File: src/sv/pcsu_pkg.sv
// Shared constants and types for the PCI configuration space shadow unit.
`timescale 1ns / 1ps

package pcsu_pkg;

  // Configuration space geometry. Byte offsets are eight bits wide, so the
  // backing store never holds more than 256 entries.
  localparam int SPACE_BYTES = 256;
  localparam int ADDR_BITS   = 8;
  localparam int STORE_DEPTH = (SPACE_BYTES < (1 << ADDR_BITS)) ? SPACE_BYTES : (1 << ADDR_BITS);
  localparam int STORE_AW    = (STORE_DEPTH > 1) ? $clog2(STORE_DEPTH) : 1;

  // Field widths of the access and response channels.
  localparam int FUNC_BITS = 3;
  localparam int BYTE_BITS = 8;

  // Opcode values.
  localparam logic OP_READ  = 1'b0;
  localparam logic OP_WRITE = 1'b1;

  // Function number that answers accesses.
  localparam logic [FUNC_BITS-1:0] FUNC_ZERO = '0;

  // Command bit that enables memory space decoding.
  localparam int CMD_MEM_ENABLE_BIT = 1;

  // Special byte offsets.
  localparam logic [ADDR_BITS-1:0] ADDR_VENDOR_LO    = 8'h00;
  localparam logic [ADDR_BITS-1:0] ADDR_VENDOR_HI    = 8'h01;
  localparam logic [ADDR_BITS-1:0] ADDR_DEVICE_LO    = 8'h02;
  localparam logic [ADDR_BITS-1:0] ADDR_DEVICE_HI    = 8'h03;
  localparam logic [ADDR_BITS-1:0] ADDR_COMMAND_LO   = 8'h04;
  localparam logic [ADDR_BITS-1:0] ADDR_STATUS_LO    = 8'h06;
  localparam logic [ADDR_BITS-1:0] ADDR_STATUS_HI    = 8'h07;
  localparam logic [ADDR_BITS-1:0] ADDR_REVISION     = 8'h08;
  localparam logic [ADDR_BITS-1:0] ADDR_CLASS_0      = 8'h09;
  localparam logic [ADDR_BITS-1:0] ADDR_CLASS_1      = 8'h0A;
  localparam logic [ADDR_BITS-1:0] ADDR_CLASS_2      = 8'h0B;
  localparam logic [ADDR_BITS-1:0] ADDR_HEADER_TYPE  = 8'h0E;
  localparam logic [ADDR_BITS-1:0] ADDR_BAR0_0       = 8'h10;
  localparam logic [ADDR_BITS-1:0] ADDR_BAR0_1       = 8'h11;
  localparam logic [ADDR_BITS-1:0] ADDR_BAR0_2       = 8'h12;
  localparam logic [ADDR_BITS-1:0] ADDR_BAR0_3       = 8'h13;
  localparam logic [ADDR_BITS-1:0] ADDR_SUBVEN_LO    = 8'h2C;
  localparam logic [ADDR_BITS-1:0] ADDR_SUBVEN_HI    = 8'h2D;
  localparam logic [ADDR_BITS-1:0] ADDR_SUBSYS_LO    = 8'h2E;
  localparam logic [ADDR_BITS-1:0] ADDR_SUBSYS_HI    = 8'h2F;
  localparam logic [ADDR_BITS-1:0] ADDR_ROM_0        = 8'h30;
  localparam logic [ADDR_BITS-1:0] ADDR_ROM_1        = 8'h31;
  localparam logic [ADDR_BITS-1:0] ADDR_ROM_2        = 8'h32;
  localparam logic [ADDR_BITS-1:0] ADDR_ROM_3        = 8'h33;
  localparam logic [ADDR_BITS-1:0] ADDR_INT_PIN      = 8'h3D;

  // Register port geometry: six registers at 4-byte strides.
  localparam int APB_AW     = 5;
  localparam int APB_DW     = 32;
  localparam int REG_IDX_W  = 3;

  localparam logic [REG_IDX_W-1:0] REG_VENDOR_ID    = 3'd0;
  localparam logic [REG_IDX_W-1:0] REG_DEVICE_ID    = 3'd1;
  localparam logic [REG_IDX_W-1:0] REG_REVISION_ID  = 3'd2;
  localparam logic [REG_IDX_W-1:0] REG_SUBSYS_VEN   = 3'd3;
  localparam logic [REG_IDX_W-1:0] REG_SUBSYS_ID    = 3'd4;
  localparam logic [REG_IDX_W-1:0] REG_INT_PIN      = 3'd5;

  // Identity values supplied by the register port.
  typedef struct packed {
    logic [15:0] vendor_id;
    logic [15:0] device_id;
    logic [7:0]  revision_id;
    logic [15:0] subsystem_vendor_id;
    logic [15:0] subsystem_id;
    logic [7:0]  interrupt_pin;
  } ident_t;

  // Read and write control toward the byte store.
  typedef struct packed {
    logic                rd_en;
    logic [STORE_AW-1:0] rd_addr;
    logic                wr_en;
    logic [STORE_AW-1:0] wr_addr;
    logic [BYTE_BITS-1:0] wr_data;
  } store_ctl_t;

endpackage

File: src/sv/pcsu_if.sv
// Valid/ready channel interfaces for configuration accesses and responses.
`timescale 1ns / 1ps

interface pcsu_req_if
  import pcsu_pkg::*;
();
  logic                 valid;
  logic                 ready;
  logic                 opcode;
  logic [FUNC_BITS-1:0] function_number;
  logic [ADDR_BITS-1:0] byte_address;
  logic [BYTE_BITS-1:0] write_byte;

  modport source (output valid, opcode, function_number, byte_address, write_byte,
                  input ready);
  modport sink (input valid, opcode, function_number, byte_address, write_byte,
                output ready);
endinterface

interface pcsu_rsp_if
  import pcsu_pkg::*;
();
  logic                 valid;
  logic                 ready;
  logic [BYTE_BITS-1:0] read_byte;
  logic                 window_active;
  logic [BYTE_BITS-1:0] window_base_high;

  modport source (output valid, read_byte, window_active, window_base_high,
                  input ready);
  modport sink (input valid, read_byte, window_active, window_base_high,
                output ready);
endinterface

File: src/sv/pcsu_cfg_regs.sv
// APB-style register bank holding the read-only identity values.
`timescale 1ns / 1ps

module pcsu_cfg_regs
  import pcsu_pkg::*;
(
  input  logic              clk,
  input  logic              rst,
  input  logic              psel,
  input  logic              penable,
  input  logic              pwrite,
  input  logic [APB_AW-1:0] paddr,
  input  logic [APB_DW-1:0] pwdata,
  output logic [APB_DW-1:0] prdata,
  output logic              pready,
  output ident_t            ident
);

  logic                 wr_strobe;
  logic [REG_IDX_W-1:0] reg_idx;

  assign pready    = 1'b1;
  assign wr_strobe = psel && penable && pwrite;
  assign reg_idx   = paddr[APB_AW-1:2];

  always_ff @(posedge clk) begin
    if (rst) begin
      ident.vendor_id           <= 16'h121A;
      ident.device_id           <= 16'h0001;
      ident.revision_id         <= 8'h02;
      ident.subsystem_vendor_id <= 16'h121A;
      ident.subsystem_id        <= 16'h0001;
      ident.interrupt_pin       <= 8'h01;
    end else if (wr_strobe) begin
      unique case (reg_idx)
        REG_VENDOR_ID:   ident.vendor_id           <= pwdata[15:0];
        REG_DEVICE_ID:   ident.device_id           <= pwdata[15:0];
        REG_REVISION_ID: ident.revision_id         <= pwdata[7:0];
        REG_SUBSYS_VEN:  ident.subsystem_vendor_id <= pwdata[15:0];
        REG_SUBSYS_ID:   ident.subsystem_id        <= pwdata[15:0];
        REG_INT_PIN:     ident.interrupt_pin       <= pwdata[7:0];
        default: ;
      endcase
    end
  end

  always_comb begin
    unique case (reg_idx)
      REG_VENDOR_ID:   prdata = APB_DW'(ident.vendor_id);
      REG_DEVICE_ID:   prdata = APB_DW'(ident.device_id);
      REG_REVISION_ID: prdata = APB_DW'(ident.revision_id);
      REG_SUBSYS_VEN:  prdata = APB_DW'(ident.subsystem_vendor_id);
      REG_SUBSYS_ID:   prdata = APB_DW'(ident.subsystem_id);
      REG_INT_PIN:     prdata = APB_DW'(ident.interrupt_pin);
      default:         prdata = '0;
    endcase
  end

endmodule

File: src/sv/pcsu_store.sv
// Byte store for configuration space with per-entry written bits and write forwarding.
`timescale 1ns / 1ps

module pcsu_store
  import pcsu_pkg::*;
(
  input  logic                 clk,
  input  logic                 rst,
  input  store_ctl_t           ctl,
  output logic [BYTE_BITS-1:0] stored_byte
);

  logic [BYTE_BITS-1:0]   mem [STORE_DEPTH];
  logic [STORE_DEPTH-1:0] written;
  logic [BYTE_BITS-1:0]   rdata;
  logic [BYTE_BITS-1:0]   fwd_data;
  logic                   fwd_hit;
  logic                   rd_written;
  logic                   same_addr;

  assign same_addr = ctl.wr_en && (ctl.wr_addr == ctl.rd_addr);

  always_ff @(posedge clk) begin
    if (ctl.wr_en) begin
      mem[ctl.wr_addr] <= ctl.wr_data;
    end
    if (ctl.rd_en) begin
      rdata    <= mem[ctl.rd_addr];
      fwd_data <= ctl.wr_data;
    end
  end

  // An entry never written reads as zero; a write landing on the same edge
  // as the read is forwarded.
  always_ff @(posedge clk) begin
    if (rst) begin
      written    <= '0;
      rd_written <= 1'b0;
      fwd_hit    <= 1'b0;
    end else begin
      if (ctl.wr_en) begin
        written[ctl.wr_addr] <= 1'b1;
      end
      if (ctl.rd_en) begin
        rd_written <= written[ctl.rd_addr] || same_addr;
        fwd_hit    <= same_addr;
      end
    end
  end

  assign stored_byte = !rd_written ? '0 : (fwd_hit ? fwd_data : rdata);

endmodule

File: src/sv/pci_config_space_shadow_unit.sv
// Top level of the PCI type-0 configuration space shadow for function 0.
`timescale 1ns / 1ps

// Byte-wide PCI type-0 configuration space. Each transfer on req is one read
// or write of one byte; each produces exactly one transfer on rsp, in order.
// One access is taken every cycle unless a stalled response holds req off;
// each access passes through the access register and then the response
// register, which presents it on rsp. The read of the 256-entry byte store
// is registered: it is issued on the edge that takes the access into the
// access register, and the response register captures the finished byte
// when the access register advances. Read-modify-write
// of the status bytes and back-to-back accesses to one offset are handled by
// forwarding the byte written on the same edge. Every store entry carries a
// written bit cleared by reset, so no clearing pass is needed and the block
// takes accesses from the first cycle after reset. Identity bytes (vendor,
// device, revision, subsystem ids, interrupt pin) come from the APB registers;
// class code and header type read zero; status bytes are write-one-to-clear;
// BAR0 low bytes and the expansion ROM BAR stay zero. BAR0 top byte sets the
// 16 MB window base, and command bit 1 enables it. Function numbers other
// than zero read zero and leave state untouched.

module pci_config_space_shadow_unit
  import pcsu_pkg::*;
(
  input  logic              clk,
  input  logic              rst,
  pcsu_req_if.sink          req,
  pcsu_rsp_if.source        rsp,
  input  logic              psel,
  input  logic              penable,
  input  logic              pwrite,
  input  logic [APB_AW-1:0] paddr,
  input  logic [APB_DW-1:0] pwdata,
  output logic [APB_DW-1:0] prdata,
  output logic              pready
);

  ident_t     ident;
  store_ctl_t store_ctl;

  // Access register.
  logic                 acc_valid;
  logic                 acc_opcode;
  logic [FUNC_BITS-1:0] acc_func;
  logic [ADDR_BITS-1:0] acc_addr;
  logic [BYTE_BITS-1:0] acc_wdata;

  // Window state.
  logic                 memory_enable;
  logic                 memory_enable_next;
  logic [BYTE_BITS-1:0] base_high_byte;
  logic [BYTE_BITS-1:0] base_high_byte_next;

  logic                 acc_advance;
  logic                 req_take;
  logic [BYTE_BITS-1:0] stored_byte;
  logic                 in_range;
  logic                 read_only;
  logic                 is_func0;
  logic                 store_wr;
  logic [BYTE_BITS-1:0] store_wdata;
  logic [BYTE_BITS-1:0] fetch_byte;
  logic [BYTE_BITS-1:0] read_byte_next;

  pcsu_cfg_regs u_cfg_regs (
    .clk     (clk),
    .rst     (rst),
    .psel    (psel),
    .penable (penable),
    .pwrite  (pwrite),
    .paddr   (paddr),
    .pwdata  (pwdata),
    .prdata  (prdata),
    .pready  (pready),
    .ident   (ident)
  );

  // Advance the access register when the response register is free or
  // draining this cycle; take a new access when the access register is empty or moves on.
  assign acc_advance = acc_valid && (!rsp.valid || rsp.ready);
  assign req.ready   = !acc_valid || acc_advance;
  assign req_take    = req.valid && req.ready;

  assign store_ctl.rd_en   = req_take;
  assign store_ctl.rd_addr = req.byte_address[STORE_AW-1:0];
  assign store_ctl.wr_en   = acc_advance && store_wr;
  assign store_ctl.wr_addr = acc_addr[STORE_AW-1:0];
  assign store_ctl.wr_data = store_wdata;

  pcsu_store u_store (
    .clk         (clk),
    .rst         (rst),
    .ctl         (store_ctl),
    .stored_byte (stored_byte)
  );

  assign in_range = 32'(acc_addr) < SPACE_BYTES;
  assign is_func0 = acc_func == FUNC_ZERO;

  // Identity, class code and header type bytes never take writes.
  always_comb begin
    case (acc_addr) inside
      ADDR_VENDOR_LO, ADDR_VENDOR_HI, ADDR_DEVICE_LO, ADDR_DEVICE_HI,
      ADDR_REVISION, ADDR_CLASS_0, ADDR_CLASS_1, ADDR_CLASS_2, ADDR_HEADER_TYPE,
      ADDR_SUBVEN_LO, ADDR_SUBVEN_HI, ADDR_SUBSYS_LO, ADDR_SUBSYS_HI,
      ADDR_INT_PIN: read_only = 1'b1;
      default:      read_only = 1'b0;
    endcase
  end

  // Read path: identity bytes from the registers, class code and header type as zero, the rest from the store.
  always_comb begin
    case (acc_addr) inside
      ADDR_VENDOR_LO:   fetch_byte = ident.vendor_id[7:0];
      ADDR_VENDOR_HI:   fetch_byte = ident.vendor_id[15:8];
      ADDR_DEVICE_LO:   fetch_byte = ident.device_id[7:0];
      ADDR_DEVICE_HI:   fetch_byte = ident.device_id[15:8];
      ADDR_REVISION:    fetch_byte = ident.revision_id;
      ADDR_CLASS_0, ADDR_CLASS_1, ADDR_CLASS_2,
      ADDR_HEADER_TYPE: fetch_byte = '0;
      ADDR_SUBVEN_LO:   fetch_byte = ident.subsystem_vendor_id[7:0];
      ADDR_SUBVEN_HI:   fetch_byte = ident.subsystem_vendor_id[15:8];
      ADDR_SUBSYS_LO:   fetch_byte = ident.subsystem_id[7:0];
      ADDR_SUBSYS_HI:   fetch_byte = ident.subsystem_id[15:8];
      ADDR_INT_PIN:     fetch_byte = ident.interrupt_pin;
      default:          fetch_byte = in_range ? stored_byte : '0;
    endcase
  end

  // Write path: apply the per-offset write rule and update the window state.
  always_comb begin
    store_wr            = (acc_opcode == OP_WRITE) && is_func0 && !read_only && in_range;
    store_wdata         = acc_wdata;
    memory_enable_next  = memory_enable;
    base_high_byte_next = base_high_byte;
    case (acc_addr) inside
      ADDR_COMMAND_LO: begin
        if (store_wr) begin
          memory_enable_next = acc_wdata[CMD_MEM_ENABLE_BIT];
        end
      end
      ADDR_STATUS_LO, ADDR_STATUS_HI: begin
        // Write-one-to-clear.
        store_wdata = stored_byte & ~acc_wdata;
      end
      ADDR_BAR0_0, ADDR_BAR0_1, ADDR_BAR0_2,
      ADDR_ROM_0, ADDR_ROM_1, ADDR_ROM_2, ADDR_ROM_3: begin
        store_wdata = '0;
      end
      ADDR_BAR0_3: begin
        if (store_wr) begin
          base_high_byte_next = acc_wdata;
        end
      end
      default: ;
    endcase
  end

  assign read_byte_next = ((acc_opcode == OP_READ) && is_func0) ? fetch_byte : '0;

  // Control state: access and response valids, window state.
  always_ff @(posedge clk) begin
    if (rst) begin
      acc_valid      <= 1'b0;
      rsp.valid      <= 1'b0;
      memory_enable  <= 1'b0;
      base_high_byte <= '0;
    end else begin
      if (req.ready) begin
        acc_valid <= req.valid;
      end
      if (acc_advance) begin
        rsp.valid      <= 1'b1;
        memory_enable  <= memory_enable_next;
        base_high_byte <= base_high_byte_next;
      end else if (rsp.ready) begin
        rsp.valid <= 1'b0;
      end
    end
  end

  // Payload registers: hold while stalled.
  always_ff @(posedge clk) begin
    if (req_take) begin
      acc_opcode <= req.opcode;
      acc_func   <= req.function_number;
      acc_addr   <= req.byte_address;
      acc_wdata  <= req.write_byte;
    end
    if (acc_advance) begin
      rsp.read_byte        <= read_byte_next;
      rsp.window_active    <= memory_enable_next && (base_high_byte_next != '0);
      rsp.window_base_high <= base_high_byte_next;
    end
  end

endmodule

File: src/flat_wrapper.sv
// flat-port wrapper written by rule: the top's interface ports become plain ports
module pci_config_space_shadow_unit_flat import pcsu_pkg::*;
  (clk, rst, psel, penable, pwrite, paddr, pwdata, prdata, pready, req_valid, req_opcode, req_function_number, req_byte_address, req_write_byte, req_ready, rsp_valid, rsp_read_byte, rsp_window_active, rsp_window_base_high, rsp_ready);
  pcsu_req_if req_i ();
  pcsu_rsp_if rsp_i ();
  input  logic clk;
  input  logic rst;
  input  logic psel;
  input  logic penable;
  input  logic pwrite;
  input  logic [APB_AW-1:0] paddr;
  input  logic [APB_DW-1:0] pwdata;
  output logic [APB_DW-1:0] prdata;
  output logic pready;
  input wire logic [$bits(req_i.valid)-1:0] req_valid;
  input wire logic [$bits(req_i.opcode)-1:0] req_opcode;
  input wire logic [$bits(req_i.function_number)-1:0] req_function_number;
  input wire logic [$bits(req_i.byte_address)-1:0] req_byte_address;
  input wire logic [$bits(req_i.write_byte)-1:0] req_write_byte;
  output wire logic [$bits(req_i.ready)-1:0] req_ready;
  output wire logic [$bits(rsp_i.valid)-1:0] rsp_valid;
  output wire logic [$bits(rsp_i.read_byte)-1:0] rsp_read_byte;
  output wire logic [$bits(rsp_i.window_active)-1:0] rsp_window_active;
  output wire logic [$bits(rsp_i.window_base_high)-1:0] rsp_window_base_high;
  input wire logic [$bits(rsp_i.ready)-1:0] rsp_ready;
  assign req_i.valid = req_valid;
  assign req_i.opcode = req_opcode;
  assign req_i.function_number = req_function_number;
  assign req_i.byte_address = req_byte_address;
  assign req_i.write_byte = req_write_byte;
  assign req_ready = req_i.ready;
  assign rsp_valid = rsp_i.valid;
  assign rsp_read_byte = rsp_i.read_byte;
  assign rsp_window_active = rsp_i.window_active;
  assign rsp_window_base_high = rsp_i.window_base_high;
  assign rsp_i.ready = rsp_ready;
  pci_config_space_shadow_unit u_core (.clk(clk), .rst(rst), .req(req_i), .rsp(rsp_i), .psel(psel), .penable(penable), .pwrite(pwrite), .paddr(paddr), .pwdata(pwdata), .prdata(prdata), .pready(pready));
endmodule
File: config.mk
export PLATFORM = sky130hd
export DESIGN_NAME = pci_config_space_shadow_unit_flat
export DESIGN_NICKNAME = d
export VERILOG_FILES = /design/src/sv/pcsu_pkg.sv /design/src/sv/pcsu_if.sv /design/src/sv/pcsu_cfg_regs.sv /design/src/sv/pcsu_store.sv /design/src/sv/pci_config_space_shadow_unit.sv /design/src/flat_wrapper.sv
export SDC_FILE = /design/constraint.sdc
export NUM_CORES = 2
export LEC_CHECK = 0
export BUFFER_PORTS_ARGS = -buffer_cell sky130_fd_sc_hd__buf_4
export CAP_MARGIN = 20
export CORE_ASPECT_RATIO = 2
export CORE_MARGIN = 2
export CORE_UTILIZATION = 65
export CTS_CLUSTER_SIZE = 24
export DETAILED_ROUTE_END_ITERATION = 16
export GPL_ROUTABILITY_DRIVEN = 0
export PLACE_DENSITY = 0.82
export REMOVE_ABC_BUFFERS = 1
export SYNTH_ARGS = -nofsm -noshare
export SYNTH_HDL_FRONTEND = slang
export SYNTH_SLANG_ARGS = --single-unit
export TNS_END_PERCENT = 30
File: constraint.sdc
create_clock -name clk -period 33.3 [get_ports clk]
set_input_delay 4.995 -clock clk [delete_from_list [all_inputs] [get_ports clk]]
set_output_delay 4.995 -clock clk [all_outputs]
set_load 0.02 [all_outputs]
==> summary.md <==
| Metric | Value |
|---|---|
| Die Area | 151000 µm² |
| Worst R2R Start | u_core.acc_addr[7]$_DFFE_PP_ |
| Die W | 275 µm |
| Routed vias | 52200 |
| Slowest cell on crit path | buf_4 |
| TritonRoute pass-1 iters | 8 |
| First-pass GRT wire length | 375000 µm |
| Initial antenna violation count | 15 |
| Cell count after synthesis | 5078 |
| MaxCap Viol Count | 0 |
| Clk_skew | 0.0310 ns |
| Die Y | about 550 µm |
| Hold WC Path Type | register to register |
| Iteration-0 DRC Markers | between 7000 and 8000 |
| Syn avg cell area | 18.9 µm² |
| Vias in the first global route | between 50000 and 60000 |
| Setup TNS | 0 ns |
| Critical path class | input port to register |
| Cell area after synthesis | 95800 µm² |
| Clock sink count | 2450 |
| CTS root buf | clkbuf_16 |
| CP bufs+invs | 7 |
| Critical Path RT | about 34 ns |
| Via/cell ratio | slightly above 7 |
| Most frequent cells in the layout | 2101 x edfxtp_1, 702 x mux4_2, 514 x nor2_1 |
| Kind of end point of the critical path | register |
| All-Layer GR Usage | between 30% and 40% |
| Max Slew Vio Count | 0 |
| Initial core utilization | about two thirds |
| P&R area growth vs syn | 9.85% |
| EDFF count, synth | roughly 2100 |
| Slew at the pin closest to its max-slew limit | 1.50 ns |
| Drc violations | 0 |
| Largest net degree at the start of global routing | 258 |
| Critical path's largest stage delay | 0.85 ns |
| Post-Place Setup Slack | ~20 ns |
| Peak Freq | 78.5 MHz |
| Number of gates resized after cts | 0 |
| Clock buffer count from CTS | 196 |
| Fraction of layout instances using a drive strength above 1 | about a quarter |
| Fin nets | 5281 |
| Clk pin slew, worst setup/hold paths | 0.07 ns |
| Post-CTS setup buffers | 0 |
| PnR worst setup slack | 20.56 ns |
| Core area | 147000 µm² |
| Filler cells | 7727 |
| Clock latency on the worst-skew pair | 0.84 ns |
| Clock tree buffer depth | 4 |
| Area of the multi-input gates | 24800 µm² |
| Hpwl dp | 143000 µm |
| IO Pins | approximately 120 |
| Core Rows | 199 |
| Commonest non-fill, non-tap cell in the layout | edfxtp_1 |
| Hold_sp | u_core.u_store.written[68]$_SDFFE_PP0P_ |
| Main synth FF type | edfxtp_1 |
| CTS Hold Bufs | 0 |
| Most used cell, CP | buf_4 |
| Detail Route Antenna Nets | 0 |
| Synth warn | 0 |
| Synth cell types | 62 |
| CP Cell Sequence | buf_8, buf_4, buf_4, buf_4, buf_4, buf_4, buf_12, mux4_2, mux4_2, a22oi_1, a21oi_1, or4_1 |
| Status | complete, no violations |
| Pwr Density | roughly 58 nW/µm² |
| Final hold viol count | 0 |
| Unrepaired setup endpoints after global routing | false |
| Top Family by Delay on Critical Path | buffers and inverters |
| IO Port Bufs | 80 |
| Yosys reg bits | 2450 |
| Final worst path period need | 12.74 ns |
| CP Max Fanout | just over 100 |
| CP Launch Type | input port |
| Crit path launch | req_byte_address[0] |
| H-tree depth | 4 |
| VDD IR-drop max | 0.0000647 V |
| Leak | between 30 and 40 nW |
| Storage element area | between 70000 and 80000 µm² |
| Final Setup Violations | 0 |
| Seq/Total Area, Yosys | 73.1% |
| Post-synth ARST share | 0% |
| Design Power | 0.00610 W |
| Final Cycle Share | 38.3% |
| Crit path DAT | 13.32 ns |
| Grt ovf | 0 |
| Rel. slew slack | 0.0552% |
| Wire length per cell | roughly 36 µm |
| CTS tree | done |
| Routed wire length | 260000 µm |
## worst paths after layout
path                                             end  slack [ns]  depth (start not counted)
max                u_core.u_store.rdata[2]$_DFFE_PP_       20.56                         12
min          u_core.u_store.written[68]$_SDFFE_PP0P_        0.47                          2
max reg2reg      u_core.u_store.mem[17][2]$_DFFE_PP_       27.79                          9
min reg2reg  u_core.u_store.written[68]$_SDFFE_PP0P_        0.47                          2
## stage by stage
stage / utilization (%) / instances / hold slack, ns / area [µm²]
5_1_grt: 71.8 / 7274 / 0.484 / 105000
4_1_cts: 71.7 / 7263 / 0.469 / 105000
3_3_place_gp: 67.3 / 6916 / 0.441 / 98700
6_report: 71.8 / 7278 / 0.467 / 105000
2_1_floorplan: - / 4847 / 0.429 / 94700
3_5_place_dp: 67.3 / 6918 / 0.449 / 98700
## worst register-to-register path, cell delays in order (launching register included)
cell	delay [ns]
edfxtp_1	0.94
nor2_1	0.21
buf_4	0.24
nand2_1	0.72
o22ai_1	0.35
a211oi_4	0.31
buf_4	0.36
nand3_1	0.65
buf_4	0.52
nor2_1	0.84
## state kept, by name, indices dropped and copies added, names as in the netlist, 3 cells and up
signal and flops:
u_core.acc_func 3, u_core.rsp.read_byte 8, u_core.u_store.mem 2048, u_core.u_store.rdata 8, u_core.u_store.fwd_data 8, u_core.base_high_byte 8
u_core.u_cfg_regs.ident 80, u_core.acc_wdata 8, u_core.rsp.window_base_high 8, u_core.acc_addr 8, u_core.u_store.written 256
## where the power goes
| group | leakage (nW) | internal (W) | switching [W] |
|---|---|---|---|
| registers | 21.8 | 0.00335 | 0.00000951 |
| clock network | 3.15 | 0.00133 | 0.00109 |
| logic | 8.26 | 0.000113 | 0.000207 |
## cell families (layout without fill, tap and decap cells)
kind of cell / count (synthesis) / after routing / synth area share (%)
other: 2 / 134 / 0.00784
and+or+nand+nor: 914 / 914 / 4.08
xor gates and xnor gates: 8 / 8 / 0.0731
muxes: 789 / 789 / 17.4
AOI/OAI and AO/OA: 548 / 548 / 3.58
buffers and inverters: 367 / 526 / 1.69
DFF: 2450 / 2450 / 73.1
## routing by layer
metal	GRT usage (%)	vias to the layer above	part of all wire [%]
met5	0	-	0.072
met4	25.8	24	9.0
met2	58.1	4117	51
met1	39.8	26500	30
met3	7.82	1095	9.8
li1	-	20500	-
## cells in the mapped netlist (12+ instances only)
cell	count	area, µm²
dfxtp_1	349	6990
o21ai_0	12	60.1
buf_4	37	278
nor2_1	516	1940
nand3_1	47	235
o31ai_1	13	97.6
clkbuf_1	212	796
nor2b_1	33	206
buf_2	68	340
mux2i_1	62	621
buf_1	39	146
nand3b_1	15	113
nand2b_1	16	100
a221oi_1	12	105
nand2_1	206	773
edfxtp_1	2101	63100
mux4_2	702	15800
and3_1	21	131
nor3_1	12	60.1
a22oi_1	76	571
mux2_2	25	282
a21oi_1	322	1610
o21ba_2	47	470
a211oi_1	12	90.1
## layout make-up
class                   count  area share, %
diodes                      5         0.0119
clock buffers             248           5.05
clock inverters            97           1.08
inverters                   9         0.0321
multi-input cells        2388           23.5
flip-flops and latches   2450           66.6
well taps                1909           2.27
repair buffers            172           1.43
No activity file was read; power rests on OpenSTA's default activity.
